**config.mk**
```make
export PLATFORM = sky130hd
export DESIGN_NAME = sent_frame_receiver_top
export DESIGN_NICKNAME = d
export VERILOG_FILES = /design/src/design/sfr_pkg.sv /design/src/design/sfr_div.sv /design/src/design/sfr_dpath.sv /design/src/design/sfr_ctrl.sv /design/src/design/sent_frame_receiver_top.sv
export VERILOG_INCLUDE_DIRS = /design/src /design/src/design
export SDC_FILE = /design/constraint.sdc
export NUM_CORES = 1
export LEC_CHECK = 0
export BUFFER_PORTS_ARGS = -buffer_cell sky130_fd_sc_hd__buf_2
export CORE_MARGIN = 8
export CORE_UTILIZATION = 54
export CTS_CLUSTER_DIAMETER = 100
export DETAILED_ROUTE_END_ITERATION = 8
export PLACE_DENSITY_LB_ADDON = 0.1
export SYNTH_ARGS = -nofsm -noshare
export SYNTH_HDL_FRONTEND = slang
export SYNTH_HIERARCHICAL = 1
export SYNTH_SLANG_ARGS = --single-unit
```
**constraint.sdc**
```tcl
create_clock -name clk -period 4.8 [get_ports clk]
set_input_delay 0.96 -clock clk [delete_from_list [all_inputs] [get_ports clk]]
set_output_delay 0.96 -clock clk [all_outputs]
set_load 0.02 [all_outputs]
```
**src/design/sent_frame_receiver_top_macros.svh**
```systemverilog
// Assertion macros shared by the SENT frame receiver modules.
// Expects clk and rst_n in the scope of each use.
`ifndef SENT_FRAME_RECEIVER_TOP_MACROS_SVH
`define SENT_FRAME_RECEIVER_TOP_MACROS_SVH

// Same-cycle implication
`define SFR_ASSERT_IMPL(name, cond, conseq) \
  name: assert property (@(posedge clk) disable iff (!rst_n) (cond) |-> (conseq)) \
    else $error("sfr assertion failed");

// Next-cycle implication
`define SFR_ASSERT_NEXT(name, cond, conseq) \
  name: assert property (@(posedge clk) disable iff (!rst_n) (cond) |=> (conseq)) \
    else $error("sfr assertion failed");

`endif

```
**src/design/sfr_pkg.sv**
```systemverilog
// Package for the SENT frame receiver: types, codes, constants, CRC table.
// Used by sfr_dpath, sfr_ctrl and the top level; depends on nothing.
package sfr_pkg;

  localparam int unsigned ADDR_W = 3;

  localparam logic [7:0]  SYNC_LOW      = 8'd126;
  localparam logic [7:0]  SYNC_HIGH     = 8'd210;
  localparam logic [7:0]  SYNC_NOMINAL  = 8'd168;
  localparam logic [7:0]  NIBBLE_OFFSET = 8'd35;
  localparam logic [7:0]  NIBBLE_MAX    = 8'd47;
  localparam logic [3:0]  CRC_SEED      = 4'd5;
  localparam logic [15:0] TIMEOUT_RESET = 16'd5;
  localparam logic [2:0]  LAST_DATA_NIB = 3'd7;

  localparam logic [0:0] REG_TIMEOUT = 1'b0;

  localparam logic OP_EDGE = 1'b0;
  localparam logic OP_TICK = 1'b1;

  localparam logic [1:0] RES_GOOD    = 2'd0;
  localparam logic [1:0] RES_CRC_ERR = 2'd1;
  localparam logic [1:0] RES_TIMEOUT = 2'd2;

  localparam logic [3:0] CRC_TABLE [16] = '{
    4'd0, 4'd13, 4'd7, 4'd10, 4'd14, 4'd3, 4'd9, 4'd4,
    4'd1, 4'd12, 4'd6, 4'd11, 4'd15, 4'd2, 4'd8, 4'd5
  };

  typedef enum logic [1:0] {
    ST_IDLE,
    ST_EVAL,
    ST_DIV,
    ST_FIN
  } state_t;

  typedef struct packed {
    logic capture;
    logic div_start;
    logic commit;
  } cmd_t;

  typedef struct packed {
    logic direct;
    logic div_done;
    logic has_result;
    logic out_busy;
  } sts_t;

  // floor(v/3) for v below 48: multiply by 43, drop 7 bits
  function automatic logic [3:0] div3(input logic [5:0] v);
    logic [11:0] prod;
    prod = {6'd0, v} * 12'd43;
    return prod[10:7];
  endfunction

endpackage

```
**src/design/sfr_div.sv**
```systemverilog
// Restoring divider, one quotient bit per cycle.
// Depends on nothing; used by sfr_dpath.
module sfr_div (
  input  logic        clk,
  input  logic        rst_n,
  input  logic        start,
  input  logic [15:0] dividend,
  input  logic [7:0]  divisor,
  output logic [15:0] quotient,
  output logic        done
);

  logic        busy_r, busy_nxt;
  logic [3:0]  cnt_r, cnt_nxt;
  logic        done_r, done_nxt;
  logic [7:0]  rem_r, rem_nxt;
  logic [15:0] quo_r, quo_nxt;
  logic [8:0]  shifted;
  logic [8:0]  diff;
  logic        ge;

  always_comb begin
    shifted  = {rem_r, quo_r[15]};
    ge       = shifted >= {1'b0, divisor};
    diff     = shifted - {1'b0, divisor};
    busy_nxt = busy_r;
    cnt_nxt  = cnt_r;
    done_nxt = 1'b0;
    rem_nxt  = rem_r;
    quo_nxt  = quo_r;
    if (start) begin
      busy_nxt = 1'b1;
      cnt_nxt  = '0;
      rem_nxt  = '0;
      quo_nxt  = dividend;
    end else if (busy_r) begin
      rem_nxt = ge ? diff[7:0] : shifted[7:0];
      quo_nxt = {quo_r[14:0], ge};
      cnt_nxt = cnt_r + 4'd1;
      if (cnt_r == 4'd15) begin
        busy_nxt = 1'b0;
        done_nxt = 1'b1;
      end
    end
  end

  always_ff @(posedge clk) begin
    if (!rst_n) begin
      busy_r <= 1'b0;
      cnt_r  <= '0;
      done_r <= 1'b0;
    end else begin
      busy_r <= busy_nxt;
      cnt_r  <= cnt_nxt;
      done_r <= done_nxt;
    end
  end

  always_ff @(posedge clk) begin
    rem_r <= rem_nxt;
    quo_r <= quo_nxt;
  end

  assign quotient = quo_r;
  assign done     = done_r;

endmodule

```
**src/design/sfr_dpath.sv**
```systemverilog
// Datapath of the SENT frame receiver: frame state, nibble decode, CRC, output register.
// Depends on sfr_pkg and sfr_div.
module sfr_dpath (
  input  logic          clk,
  input  logic          rst_n,
  input  sfr_pkg::cmd_t cmd,
  output sfr_pkg::sts_t sts,
  input  logic          in_op,
  input  logic [7:0]    in_edge,
  input  logic [15:0]   timeout_ms,
  output logic          out_valid,
  input  logic          out_ready,
  output logic [1:0]    out_code,
  output logic [3:0]    out_status,
  output logic [11:0]   out_data_one,
  output logic [11:0]   out_data_two
);

  logic        op_r;
  logic [7:0]  edge_r;
  logic [7:0]  last_r, last_nxt;
  logic [7:0]  sync_r, sync_nxt;
  logic [2:0]  cnt_r, cnt_nxt;
  logic [3:0]  crc_r, crc_nxt;
  logic [15:0] ms_r, ms_nxt;
  logic [3:0]  store_r [7];
  logic        store_we;

  logic        out_valid_r, out_valid_nxt;
  logic [1:0]  out_code_r, code_nxt;
  logic [3:0]  out_st_r;
  logic [11:0] out_d1_r, out_d2_r;

  logic [7:0]  d;
  logic        is_sync;
  logic [15:0] dividend;
  logic [15:0] quotient;
  logic        div_done;
  logic [7:0]  v;
  logic [3:0]  nib;
  logic [15:0] ms_inc;
  logic        has_result;

  always_comb begin
    d        = edge_r - last_r;
    is_sync  = (d > sfr_pkg::SYNC_LOW) && (d < sfr_pkg::SYNC_HIGH);
    dividend = ({8'd0, d} * {8'd0, sfr_pkg::SYNC_NOMINAL}) + {9'd0, sync_r[7:1]};
    v        = quotient[7:0] - sfr_pkg::NIBBLE_OFFSET;
    nib      = sfr_pkg::div3(v[5:0]);
    ms_inc   = (ms_r == 16'hFFFF) ? ms_r : ms_r + 16'd1;
  end

  sfr_div u_div (
    .clk      (clk),
    .rst_n    (rst_n),
    .start    (cmd.div_start),
    .dividend (dividend),
    .divisor  (sync_r),
    .quotient (quotient),
    .done     (div_done)
  );

  always_comb begin
    last_nxt   = last_r;
    sync_nxt   = sync_r;
    cnt_nxt    = cnt_r;
    crc_nxt    = crc_r;
    ms_nxt     = ms_r;
    store_we   = 1'b0;
    has_result = 1'b0;
    code_nxt   = sfr_pkg::RES_GOOD;
    if (op_r == sfr_pkg::OP_TICK) begin
      ms_nxt = ms_inc;
      if (ms_inc >= timeout_ms) begin
        ms_nxt     = '0;
        sync_nxt   = '0;
        cnt_nxt    = '0;
        has_result = 1'b1;
        code_nxt   = sfr_pkg::RES_TIMEOUT;
      end
    end else begin
      last_nxt = edge_r;
      if (is_sync) begin
        sync_nxt = d;
        cnt_nxt  = '0;
        crc_nxt  = sfr_pkg::CRC_SEED;
      end else if (sync_r != 8'd0) begin
        if (v > sfr_pkg::NIBBLE_MAX) begin
          sync_nxt = '0;
          cnt_nxt  = '0;
        end else if (cnt_r != sfr_pkg::LAST_DATA_NIB) begin
          store_we = 1'b1;
          crc_nxt  = sfr_pkg::CRC_TABLE[crc_r ^ nib];
          cnt_nxt  = cnt_r + 3'd1;
        end else begin
          sync_nxt   = '0;
          cnt_nxt    = '0;
          ms_nxt     = '0;
          has_result = 1'b1;
          code_nxt   = (nib == crc_r) ? sfr_pkg::RES_GOOD : sfr_pkg::RES_CRC_ERR;
        end
      end
    end
  end

  always_comb begin
    sts.direct     = (op_r == sfr_pkg::OP_TICK) || is_sync || (sync_r == 8'd0);
    sts.div_done   = div_done;
    sts.has_result = has_result;
    sts.out_busy   = out_valid_r && !out_ready;
    out_valid_nxt  = out_valid_r && !out_ready;
    if (cmd.commit && has_result) begin
      out_valid_nxt = 1'b1;
    end
  end

  always_ff @(posedge clk) begin
    if (!rst_n) begin
      last_r      <= '0;
      sync_r      <= '0;
      cnt_r       <= '0;
      crc_r       <= sfr_pkg::CRC_SEED;
      ms_r        <= '0;
      out_valid_r <= 1'b0;
    end else begin
      out_valid_r <= out_valid_nxt;
      if (cmd.commit) begin
        last_r <= last_nxt;
        sync_r <= sync_nxt;
        cnt_r  <= cnt_nxt;
        crc_r  <= crc_nxt;
        ms_r   <= ms_nxt;
      end
    end
  end

  always_ff @(posedge clk) begin
    if (cmd.capture) begin
      op_r   <= in_op;
      edge_r <= in_edge;
    end
    if (cmd.commit && store_we) begin
      for (int i = 0; i < 7; i++) begin
        if (cnt_r == 3'(i)) begin
          store_r[i] <= nib;
        end
      end
    end
    if (cmd.commit && has_result) begin
      out_code_r <= code_nxt;
      if (code_nxt == sfr_pkg::RES_GOOD) begin
        out_st_r <= store_r[0];
        out_d1_r <= {store_r[1], store_r[2], store_r[3]};
        out_d2_r <= {store_r[4], store_r[5], store_r[6]};
      end else begin
        out_st_r <= '0;
        out_d1_r <= '0;
        out_d2_r <= '0;
      end
    end
  end

  assign out_valid    = out_valid_r;
  assign out_code     = out_code_r;
  assign out_status   = out_st_r;
  assign out_data_one = out_d1_r;
  assign out_data_two = out_d2_r;

endmodule

```
**src/design/sfr_ctrl.sv**
```systemverilog
// Controller of the SENT frame receiver: sequences capture, divide and commit.
// Depends on sfr_pkg and the assertion macro header.
`include "sent_frame_receiver_top_macros.svh"

module sfr_ctrl (
  input  logic          clk,
  input  logic          rst_n,
  input  logic          in_valid,
  output logic          in_ready,
  input  sfr_pkg::sts_t sts,
  output sfr_pkg::cmd_t cmd
);

  sfr_pkg::state_t state_r, state_nxt;
  logic            st_idle;
  logic            st_eval;
  logic            st_div;
  logic            st_fin;

  always_ff @(posedge clk) begin
    if (!rst_n) begin
      state_r <= sfr_pkg::ST_IDLE;
    end else begin
      state_r <= state_nxt;
    end
  end

  always_comb begin
    state_nxt     = state_r;
    in_ready      = 1'b0;
    cmd.capture   = 1'b0;
    cmd.div_start = 1'b0;
    cmd.commit    = 1'b0;
    case (state_r)
      sfr_pkg::ST_IDLE: begin
        in_ready = 1'b1;
        if (in_valid) begin
          cmd.capture = 1'b1;
          state_nxt   = sfr_pkg::ST_EVAL;
        end
      end
      sfr_pkg::ST_EVAL: begin
        if (sts.direct) begin
          state_nxt = sfr_pkg::ST_FIN;
        end else begin
          cmd.div_start = 1'b1;
          state_nxt     = sfr_pkg::ST_DIV;
        end
      end
      sfr_pkg::ST_DIV: begin
        if (sts.div_done) begin
          state_nxt = sfr_pkg::ST_FIN;
        end
      end
      sfr_pkg::ST_FIN: begin
        // hold while the item has a result and the result register is still full
        if (!(sts.has_result && sts.out_busy)) begin
          cmd.commit = 1'b1;
          state_nxt  = sfr_pkg::ST_IDLE;
        end
      end
      default: begin
        state_nxt = sfr_pkg::ST_IDLE;
      end
    endcase
  end

  assign st_idle = (state_r == sfr_pkg::ST_IDLE);
  assign st_eval = (state_r == sfr_pkg::ST_EVAL);
  assign st_div  = (state_r == sfr_pkg::ST_DIV);
  assign st_fin  = (state_r == sfr_pkg::ST_FIN);

  `SFR_ASSERT_NEXT(a_accept_to_eval, st_idle && in_valid, st_eval)
  `SFR_ASSERT_NEXT(a_hold_on_full, st_fin && sts.has_result && sts.out_busy, st_fin)
  `SFR_ASSERT_NEXT(a_div_to_fin, st_div && sts.div_done, st_fin)
  `SFR_ASSERT_IMPL(a_done_in_div, sts.div_done, st_div)

endmodule

```
**src/design/sent_frame_receiver_top.sv**
```systemverilog
// SENT frame receiver top level: one item at a time; a tick or a sync or pre-sync edge
// goes through eval and fin back to ready, a nibble edge also through div, where the
// serial divider runs. A result is registered into the output register at commit and
// may wait there while the next item is accepted. rst_n is synchronous, active low:
// it clears the frame state, sets the CRC seed to 5 and timeout_ms to 5.
module sent_frame_receiver_top (
  input  logic                       clk,
  input  logic                       rst_n,
  input  logic                       in_tvalid,
  output logic                       in_tready,
  input  logic [7:0]                 in_tdata,   // [7:0] edge_time
  input  logic                       in_tuser,   // [0] operation
  output logic                       out_tvalid,
  input  logic                       out_tready,
  output logic [31:0]                out_tdata,  // [3:0] status_nibble, [15:4] data_one,
                                                 // [27:16] data_two, [31:28] zero
  output logic [1:0]                 out_tuser,  // [1:0] result_code
  input  logic                       cfg_psel,
  input  logic                       cfg_penable,
  input  logic                       cfg_pwrite,
  input  logic [sfr_pkg::ADDR_W-1:0] cfg_paddr,
  input  logic [31:0]                cfg_pwdata,
  output logic [31:0]                cfg_prdata,
  output logic                       cfg_pready
);

  sfr_pkg::cmd_t cmd;
  sfr_pkg::sts_t sts;
  logic [15:0]   timeout_r;
  logic          cfg_wr;
  logic [3:0]    st;
  logic [11:0]   d1;
  logic [11:0]   d2;

  assign cfg_pready = 1'b1;
  assign cfg_wr     = cfg_psel && cfg_penable && cfg_pwrite
                      && (cfg_paddr[2] == sfr_pkg::REG_TIMEOUT);
  assign cfg_prdata = (cfg_paddr[2] == sfr_pkg::REG_TIMEOUT) ? {16'd0, timeout_r} : 32'd0;

  always_ff @(posedge clk) begin
    if (!rst_n) begin
      timeout_r <= sfr_pkg::TIMEOUT_RESET;
    end else if (cfg_wr) begin
      timeout_r <= cfg_pwdata[15:0];
    end
  end

  sfr_ctrl u_ctrl (
    .clk      (clk),
    .rst_n    (rst_n),
    .in_valid (in_tvalid),
    .in_ready (in_tready),
    .sts      (sts),
    .cmd      (cmd)
  );

  sfr_dpath u_dpath (
    .clk          (clk),
    .rst_n        (rst_n),
    .cmd          (cmd),
    .sts          (sts),
    .in_op        (in_tuser),
    .in_edge      (in_tdata),
    .timeout_ms   (timeout_r),
    .out_valid    (out_tvalid),
    .out_ready    (out_tready),
    .out_code     (out_tuser),
    .out_status   (st),
    .out_data_one (d1),
    .out_data_two (d2)
  );

  assign out_tdata = {4'd0, d2, d1, st};

endmodule
```
; Yosys cells after proc, flatten, opt, wreduce, memory -nomap -nowiden
; Memory sizes are Yosys's and may differ from the RTL's. A register that Yosys moved wholly into a read port is not among the register bits.
; Cells that the tools add are included.
[word_totals]
memories = 2
latch_bits = 0
word_cells = 206
ff_bits = 99
input_bits = 51
mem_bits_rw = 28
romBits = 64
[mem_list]
columns = memory, depth, width, read_ports, rd_ports_with_merged_regs, wr, line_no
row1 = (name not given), 16, 4, 1, 0, 0, sfr_dpath.sv:93  ; crc_nxt = sfr_pkg::CRC_TABLE[crc_r ^ nib];
row2 = u_dpath.store_r, 7, 4, 7, 7, 1, sfr_dpath.sv:26  ; logic [3:0] store_r [7];
[classes]
n_eq_ne = 22
addsub = 7
div_mod_pow = 0
n_mux = 103
shifts = 0
n_lt_le_gt_ge = 6
bitwise = 6
n_mul = 2
n_reduce_logical = 42
[op_table]
columns = op, count
row1 = 2-to-1 mux 16 bit, 10
row2 = 2-to-1 mux 8 bit, 7
row3 = 2-to-1 mux 1 bit, 52
row4 = 2-to-1 mux 4 bit, 12
row5 = 2-to-1 mux 3 bit, 12
row6 = OR reduction 4 bit, 6
row7 = 2-to-1 mux 2 bit, 9
row8 = adder 16 x 1 -> 16 bit (second input constant), 1
row9 = adder 16 x 7 -> 16 bit, 1
row10 = == test 16 bit (second input constant), 1
row11 = greater-or-equal comparator 16 bit, 1
row12 = subtractor 8 bit, 2
row13 = multiplier 8 x 5 -> 13 bit (second input constant), 1
row14 = multiplier 6 x 6 -> 11 bit (second input constant), 1
row15 = inequality test 2 x 1 -> 1 bit (second input constant), 5
row16 = AND reduction 5 bit, 2
row17 = == test 3 bit (second input constant), 3
row18 = greater-or-equal comparator 9 x 8 -> 1 bit, 1
row19 = greater-than comparator 8 x 6 -> 1 bit (second input constant), 1
row20 = greater-than comparator 8 x 7 -> 1 bit (second input constant), 1
row21 = logical AND 1 bit, 8
row22 = zero test 1 bit, 8
row23 = zero test 8 bit, 1
row24 = < comparator 8 bit (second input constant), 1
row25 = other kinds (28), 41

; Logic depth before layout (Yosys ltp)
; Gate-level depths: netlist of run 1.
[depth]
depth_word = 19
depth_mapped = 21
depth_no_buf = 21

; Hierarchy
; Netlist of run 1, hierarchy kept.
[modules_own_cells]
columns = module, area_each_um2, cells_per_inst, n_inst
row1 = sfr_dpath, 7457.2, 741, 1
row2 = sfr_div, 1651.6, 150, 1
row3 = sent_frame_receiver_top, 947.2, 110, 1
row4 = sfr_ctrl, 219.0, 25, 1

; Worst setup path before layout of run 1
; OpenSTA, ideal clock, no wires.
[synth_timing]
path_kind = register to register
from = register u_dpath.edge_r[0]
to = register u_dpath.u_div.quo_r[15], in the netlist u_dpath/u_div/quotient[15] (data pin)
required_time_ps = 4540
slack_ps = -454
path_stages_with_launch = 22
setup_time_ps = 260
arrival_ps = 4994
path_cell_list = edfxtp_1 > inv_1 > ha_1 > inv_1 > fa_1 > a211oi_2 > o21bai_1 > xnor2_1 > ha_1 > ha_1 > inv_1 > fa_1 > inv_1 > ha_1 > and3_1 > a2111o_1 > a21o_1 > a21oi_1 > xnor2_1 > nor3b_1 > xor3_1 > mux2_2
[synth_lines]
columns = item, line_no
row1 = from (decl), sfr_dpath.sv:20  ; logic [7:0] edge_r;
row2 = from (signal assigned), sfr_dpath.sv:140  ; edge_r <= in_edge;
row3 = subtractor 8 bit, sfr_dpath.sv:45  ; d = edge_r - last_r;
row4 = multiplier 8 x 5 -> 13 bit, sfr_dpath.sv:47  ; dividend = ({8'd0, d} * {8'd0, sfr_pkg::SYNC_NOMINAL}) + {9'd0, sync_r[7:1]};
row5 = adder 16 x 7 -> 16 bit, sfr_dpath.sv:47
row6 = via u_dpath.dividend[15], sfr_dpath.sv:36  ; logic [15:0] dividend;
row7 = 2-to-1 mux 16 bit, sfr_div.sv:31  ; if (start) begin
row8 = via u_dpath.u_div.quo_nxt[15], sfr_div.sv:17  ; logic [15:0] quo_r, quo_nxt;
row9 = to (signal assigned), sfr_div.sv:61  ; quo_r <= quo_nxt;
row10 = to (decl), sfr_div.sv:17
; The timed path passes the listed nets, and every way through them passes these cells.
; A chain may end at the register's enable or synchronous reset.

; Final worst setup path of run 1
[layout_timing]
from = register u_dpath.edge_r[2]
to = register u_dpath.u_div.quo_r[15], in the netlist u_dpath/u_div/quotient[15] (data pin)
; The elaborated chain is that of the path after synthesis.

==> results_dict.tcl, run 1 <==
set metrics [dict create \
    core_area_um2 18700 \
    crit_type "reg -> reg" \
    wirelength_um 22100 \
    cp-start-kind "flip-flop" \
    relSlewSlack_pct 37.5 \
    synth_async_sr_flop_share_pct 0 \
    leakagePower_nw 5.24 \
    gp_congestion 0.819 \
    ys_ff_latch 155 \
    synth-edff-count 83 \
    max_freq_mhz 201 \
    crit_family "adder cells" \
    hold_viol 0 \
    grt_pass1_vias 7524 \
    detail_route.first_pass.iterations 6 \
    grt_pass1_wl_um 36700 \
    ant_nets 0 \
    cp_data_required_time_ps 4990 \
    drc 0 \
    die_w_um 154 \
    portBuffers 80 \
    wl_per_cell_um 15.4 \
    syn_avg_cell_area_um2 10.0 \
    core.rowCount 50 \
    syn-cell-area_um2 10300 \
    via_per_inst 5.38 \
    clk_latency_ps 430 \
    status "complete, but fails checks" \
    numCtsBuffers 17 \
    period_needed_ps 4970 \
    final-setup-viol-count 5 \
    dp_hpwl_um 15900 \
    start_util_pct 54.9 \
    dp_slack_ps -187 \
    syn-instance-count 1026 \
    die_height_um 154 \
    dieArea_um2 23700 \
    grt-ovfl-total 0 \
    cts.sinks 155 \
    slowest_stage "fa_1" \
    drive_above_1_share_pct 27.3 \
    ios 120 \
    arrival_ps 5160 \
    area_delta_synth_final_pct 21.3 \
    seq_area_um2 3930 \
    htreeDepth 4 \
    track_usage_pct 18.7 \
    yosys.area.top_type "edfxtp_1" \
    crit_path_cell_trace "ha_4 -> or2_1 -> o21a_1 -> or3_4 -> nand2_2 -> inv_1 -> ha_1 -> ha_1 -> inv_1 -> fa_1 -> inv_2 -> ha_4 -> and3_4 -> a2111o_1 -> a21o_1 -> a21oi_2 -> xnor2_1 -> nor3b_2 -> xor3_1 -> mux2_4" \
    cts_root_buf "clkbuf_16" \
    nFillCells 1474 \
    rsz0062_at_grt "yes" \
    synth_top_area_share_pct 24.3 \
    synthFlopType "edfxtp_1" \
    ctsHoldBuffers 0 \
    setup_ws_ps -170 \
    clk_pin_slew_ps 70 \
    antenna_cells 0 \
    end_kind "flip-flop" \
    tightestPinTransition_ps 937 \
    synth-seq-area-share_pct 38.3 \
    vias 7709 \
    initialDrtViolationCount 392 \
    fin_worst_skew_ps 13.0 \
    yosysUniqueCellTypes 99 \
    pwr_density_cell_nw_per_um2 589 \
    grt_max_degree 71 \
    slew_viol_final 0 \
    max_stage_delay_ps 480 \
    ir_drop_uv 882 \
    final_nets 1348 \
    fin_util_pct 66.6 \
    cts_tree "yes" \
    antenna_found_initial 0 \
    total_power_mw 7.34 \
    violations "negative setup slack" \
    critPathBufInv 3 \
    hold_class "reg -> reg" \
    cap_viol_max_count 0 \
    synth.area.top_cells "edfxtp_1, dfxtp_1, ha_1, nand2_1, inv_1" \
    cts_buffer_depth 2 \
    yosys_warnings 6 \
    crit_fanout 4 \
    multiInputGateArea_um2 6070 \
    period_share_pct 104 \
]
worst reg2reg max path, delay by kind of cell, from the launching register on:
| family | cells | cell delay [ps] |
|---|---|---|
| fa+ha+maj | 5 | 1480 |
| buf+inv | 3 | 150 |
| flops | 1 | 440 |
| xor+xnor | 2 | 390 |
| compound gates | 4 | 950 |
| simple gates | 5 | 1040 |
| mux | 1 | 260 |
through the flow:
stage                     cell area [um^2]  TNS (ps)  instances  hold WS [ps]
after floorplan                      10500      -282       1045           436
after global placement               11500      -399       1386           442
after detailed placement             11500     -1310       1386           448
after CTS                            12300      -564       1430           458
after global routing                 12500     -1500       1434           477
final                                12500      -442       1434           457
kinds of logic after synthesis:
family                   after synthesis  synth area share [%]
XOR/XNOR                              58                  5.44
buffers and inverters                143                  6.70
other                                  2                0.0731
AND/OR/NAND/NOR                      340                  17.8
AO/OA/AOI/OAI                        170                  12.6
flip-flops                           155                  38.3
multiplexers                          48                  4.94
adder cells (fa/ha/maj)              110                  14.1
area by class of cell:
cell class                 instances  share of cell area [%]
clock inverter                    15                    1.53
clock buffer                      17                    3.41
tap                              234                    2.35
inverter                          83                    2.50
timing repair buffer             183                    9.95
multi-input combinational        747                    48.7
sequential                       155                    31.6
registers in the layout, summed over array words and instances (netlist names):
signal / flops
u_dpath/last_r: 8
u_ctrl/state_r: 2
u_dpath/crc_r: 4
u_dpath/cnt_r: 3
u_dpath/op_r: 1
u_dpath/out_valid: 1
timeout_r: 16
u_dpath/edge_r: 8
u_dpath/out_code: 2
u_dpath/u_div/busy_r: 1
u_dpath/out_data_two: 12
u_dpath/sync_r: 8
u_dpath/out_data_one: 12
u_dpath/u_div/done: 1
u_dpath/u_div/quotient: 16
u_dpath/store_r: 28
u_dpath/out_status: 4
u_dpath/ms_r: 16
u_dpath/u_div/rem_r: 8
u_dpath/u_div/cnt_r: 4
layer usage:
| metal | routed length, um | vias to the layer above | global-route usage, % |
|---|---|---|---|
| li1 | - | 3956 | - |
| met1 | 10900 | 3589 | 25.6 |
| met2 | 10100 | 146 | 29.8 |
| met3 | 918 | 18 | 3.45 |
| met4 | 196 | 0 | 5.13 |
| met5 | 0 | - | 0 |
repair_timing:
action,4_1_cts,5_1_grt
setup endpoints to repair,33,116
cloned,0,2
pin swaps,25,15
gates resized for setup,25,23
buffers inserted,12,3
hold endpoints to repair,0,0
layout by cell type, fill, tap and decap left out, drive strengths merged, types with 8 or more instances in the layout:
cell type,n
buf,181
nand2,100
ha,100
inv,88
edfxtp,83
dfxtp,72
nor2,43
nor2b,35
and2,33
a21oi,32
xnor2,30
mux2i,26
nand3,26
xor2,25
mux2,22
conb,21
o21ai,20
and3,20
clkbuf,19
a32oi,15
o21a,13
nor3,12
o311ai,11
nand2b,10
nand4,10
o22ai,10
fa,10
a21o,9
clkinv,9
or3,8
cells in the mapped netlist (all sizes together) (11+ instances only):
cell type,instances
xor2,25
nor2b,35
buf,38
nand2,100
o21ai,20
a21oi,32
mux2,22
and2,33
o21a,13
ha,100
xnor2,30
nor2,43
mux2i,26
edfxtp,83
and3,20
o311ai,11
nor3,12
inv,81
dfxtp,72
a32oi,15
nand3,26
clkbuf,22
final timing paths:
path / startpoint / to / slack [ps] / cells past startpoint
setup / recovery: u_dpath/edge_r[2]$_DFFE_PP_ / u_dpath/u_div/quotient[15]$_DFFE_PP_ / -170 / 20
hold / removal: u_dpath/last_r[1]$_SDFFE_PN0P_ / u_dpath/last_r[1]$_SDFFE_PN0P_ / 460 / 2
setup reg to reg: u_dpath/edge_r[2]$_DFFE_PP_ / u_dpath/u_div/quotient[15]$_DFFE_PP_ / -170 / 20
hold reg to reg: u_dpath/last_r[1]$_SDFFE_PN0P_ / u_dpath/last_r[1]$_SDFFE_PN0P_ / 460 / 2
where the power goes:
part           internal (mW)  switching, mW  leakage (nW)  total (mW)
Sequential              1.54         0.0793          1.34        1.62
Combinational           2.22           2.13          3.61        4.35
Clock                  0.710          0.657         0.296        1.37
(Power assumes the default switching activity.)
==> run 2, diff against run 1 <==
CORE_UTILIZATION = 60   (was 54)
TNS_END_PERCENT = 10   (was unset)
clock period = 5.1 ns   (was 4.8 ns; I/O delays follow)
==> run 2 against run 1 <==
Effect of this change: the flow now finishes without violations; largest cell class unchanged; die area decreased by 9.0%; design area decreased by 3.6%; first-iteration DRC count decreased by 25%.
==> results_dict.tcl, run 2 (synthesis results as in run 1) <==
set metrics [dict create \
    leakagePower_nw 5.03 \
    top_register "u_dpath/store_r" \
    period_needed_ps 5010 \
    detail_route.first_pass.iterations 5 \
    dp_hpwl_um 15700 \
    hold_viol 0 \
    dieArea_um2 21600 \
    drc 0 \
    r2r-end "u_dpath/u_div/quotient[15]$_DFFE_PP_" \
    crit_type "reg -> reg" \
    r2r_start "u_dpath/edge_r[1]$_DFFE_PP_" \
    cp_data_required_time_ps 5290 \
    htreeDepth 4 \
    ir_drop_uv 669 \
    cts_tree "yes" \
    vias 7637 \
    status "completed" \
    hold_class "reg -> reg" \
    portBuffers 80 \
    rsz0062_at_grt "yes" \
    start_util_pct 60.5 \
    hp-start "u_dpath/last_r[1]$_SDFFE_PN0P_" \
    reg2reg_slack_ps 90 \
    ctsHoldBuffers 0 \
    core.rowCount 48 \
    numCtsBuffers 17 \
    hold_end "u_dpath/last_r[1]$_SDFFE_PN0P_" \
    drive_above_1_share_pct 24.2 \
    design_area_um2 12000 \
    cts_root_buf "clkbuf_16" \
    tightestPinTransition_ps 931 \
    end_kind "flip-flop" \
    crit_fanout 5 \
    clk_pin_slew_ps 70 \
    via_per_inst 5.49 \
    antenna_found_initial 0 \
    cts_buffer_depth 2 \
    final_common_cell "nand2_1" \
    initialDrtViolationCount 294 \
    grt_max_degree 69 \
    grt_pass1_vias 7469 \
    die_w_um 147 \
    core_area_um2 17000 \
    grt_pass1_wl_um 36000 \
    largest_reg_flops 28 \
    wl_per_cell_um 15.7 \
    total_power_mw 6.58 \
    dpl-instance-area_um2 11100 \
    cts.sinks 155 \
    period_share_pct 98.3 \
    wirelength_um 21800 \
    pwr_density_cell_nw_per_um2 547 \
    ios 120 \
    die_height_um 147 \
    layout_common_cells "nand2_1, ha_1, edfxtp_1" \
    clk_latency_ps 440 \
    cap_viol_max_count 0 \
    final_nets 1313 \
    arrival_ps 5200 \
    fin_worst_skew_ps 10.8 \
    slew_viol_final 0 \
    worst_hold_slack_ps 459 \
    cp-start-kind "flip-flop" \
    r2r_cells 20 \
    hold_depth 2 \
    max_freq_mhz 199 \
    relSlewSlack_pct 37.9 \
    area_delta_synth_final_pct 17.0 \
    final-setup-viol-count 0 \
    track_usage_pct 20.2 \
    grt-ovfl-total 0 \
    ant_nets 0 \
    gp_congestion 0.804 \
    antenna_cells 0 \
]
==> run 2: routing by layer <==
layer	vias to the layer above	GRT usage, %	part of all wire, %	wire, um
met2	160	33.1	47	10200
met5	-	0	0	0
li1	3889	-	-	-
met1	3567	26.5	48	10300
met3	21	4.12	4.5	985
met4	0	6.18	1.2	271
==> run 2: power by group <==
part	leakage (nW)	switching, mW	internal, mW
Combinational	3.40	1.94	1.86
Clock	0.288	0.601	0.658
Sequential	1.34	0.0747	1.45
==> run 2: worst max-delay path by stage <==
stage	end	depth (start not counted)	startpoint	slack, ps
floorplan	u_dpath/u_div/quotient[15]$_DFFE_PP_	20	u_dpath/edge_r[2]$_DFFE_PP_	-10
global placement	u_dpath/u_div/quotient[15]$_DFFE_PP_	20	u_dpath/edge_r[2]$_DFFE_PP_	5
detailed placement	u_dpath/u_div/quotient[15]$_DFFE_PP_	20	u_dpath/edge_r[2]$_DFFE_PP_	-90
CTS	u_dpath/u_div/quotient[15]$_DFFE_PP_	21	u_dpath/edge_r[0]$_DFFE_PP_	3
global route	u_dpath/u_div/quotient[15]$_DFFE_PP_	21	u_dpath/edge_r[0]$_DFFE_PP_	-120
finish	u_dpath/u_div/quotient[15]$_DFFE_PP_	20	u_dpath/edge_r[1]$_DFFE_PP_	90
==> run 2: worst max-delay path: stages, from the launching register on <==
cell and delay [ps]:
edfxtp_1 420, ha_1 310, nor2b_2 160, o21a_1 210, or3_4 380, nand2_2 80
inv_1 50, ha_1 290, ha_1 280, inv_1 40, fa_1 490, inv_2 50
ha_4 240, and3_1 160, a2111o_1 430, a21o_1 200, a21oi_2 180, xnor2_2 140
nor3b_2 190, xor3_1 230, mux2_2 260
==> run 2: per-stage QoR <==
stage	std cells	worst slack [ps]	setup TNS [ps]	utilization (%)
floorplan	1045	-14.1	-14.1	-
global placement	1345	4.93	0	65.5
detailed placement	1345	-87.4	-137	65.5
CTS	1378	2.87	0	69.3
global route	1390	-123	-1340	70.7
finish	1390	86.3	0	70.7
==> run 2: cell type report <==
type	count	area [um^2]
repair buffers	148	927
clock inverters	15	171
fillers	1296	4980
well taps	225	282
multi-input cells	747	5970
clock buffers	17	425
flip-flops and latches	155	3930
inverters	83	312
==> run 2: what timing repair did <==
action | in CTS | in global routing
cloned | 0 | 0
setup endpoints to repair | 3 | 70
setup buffers | 1 | 12
pin swaps | 1 | 27
resized for setup | 6 | 36
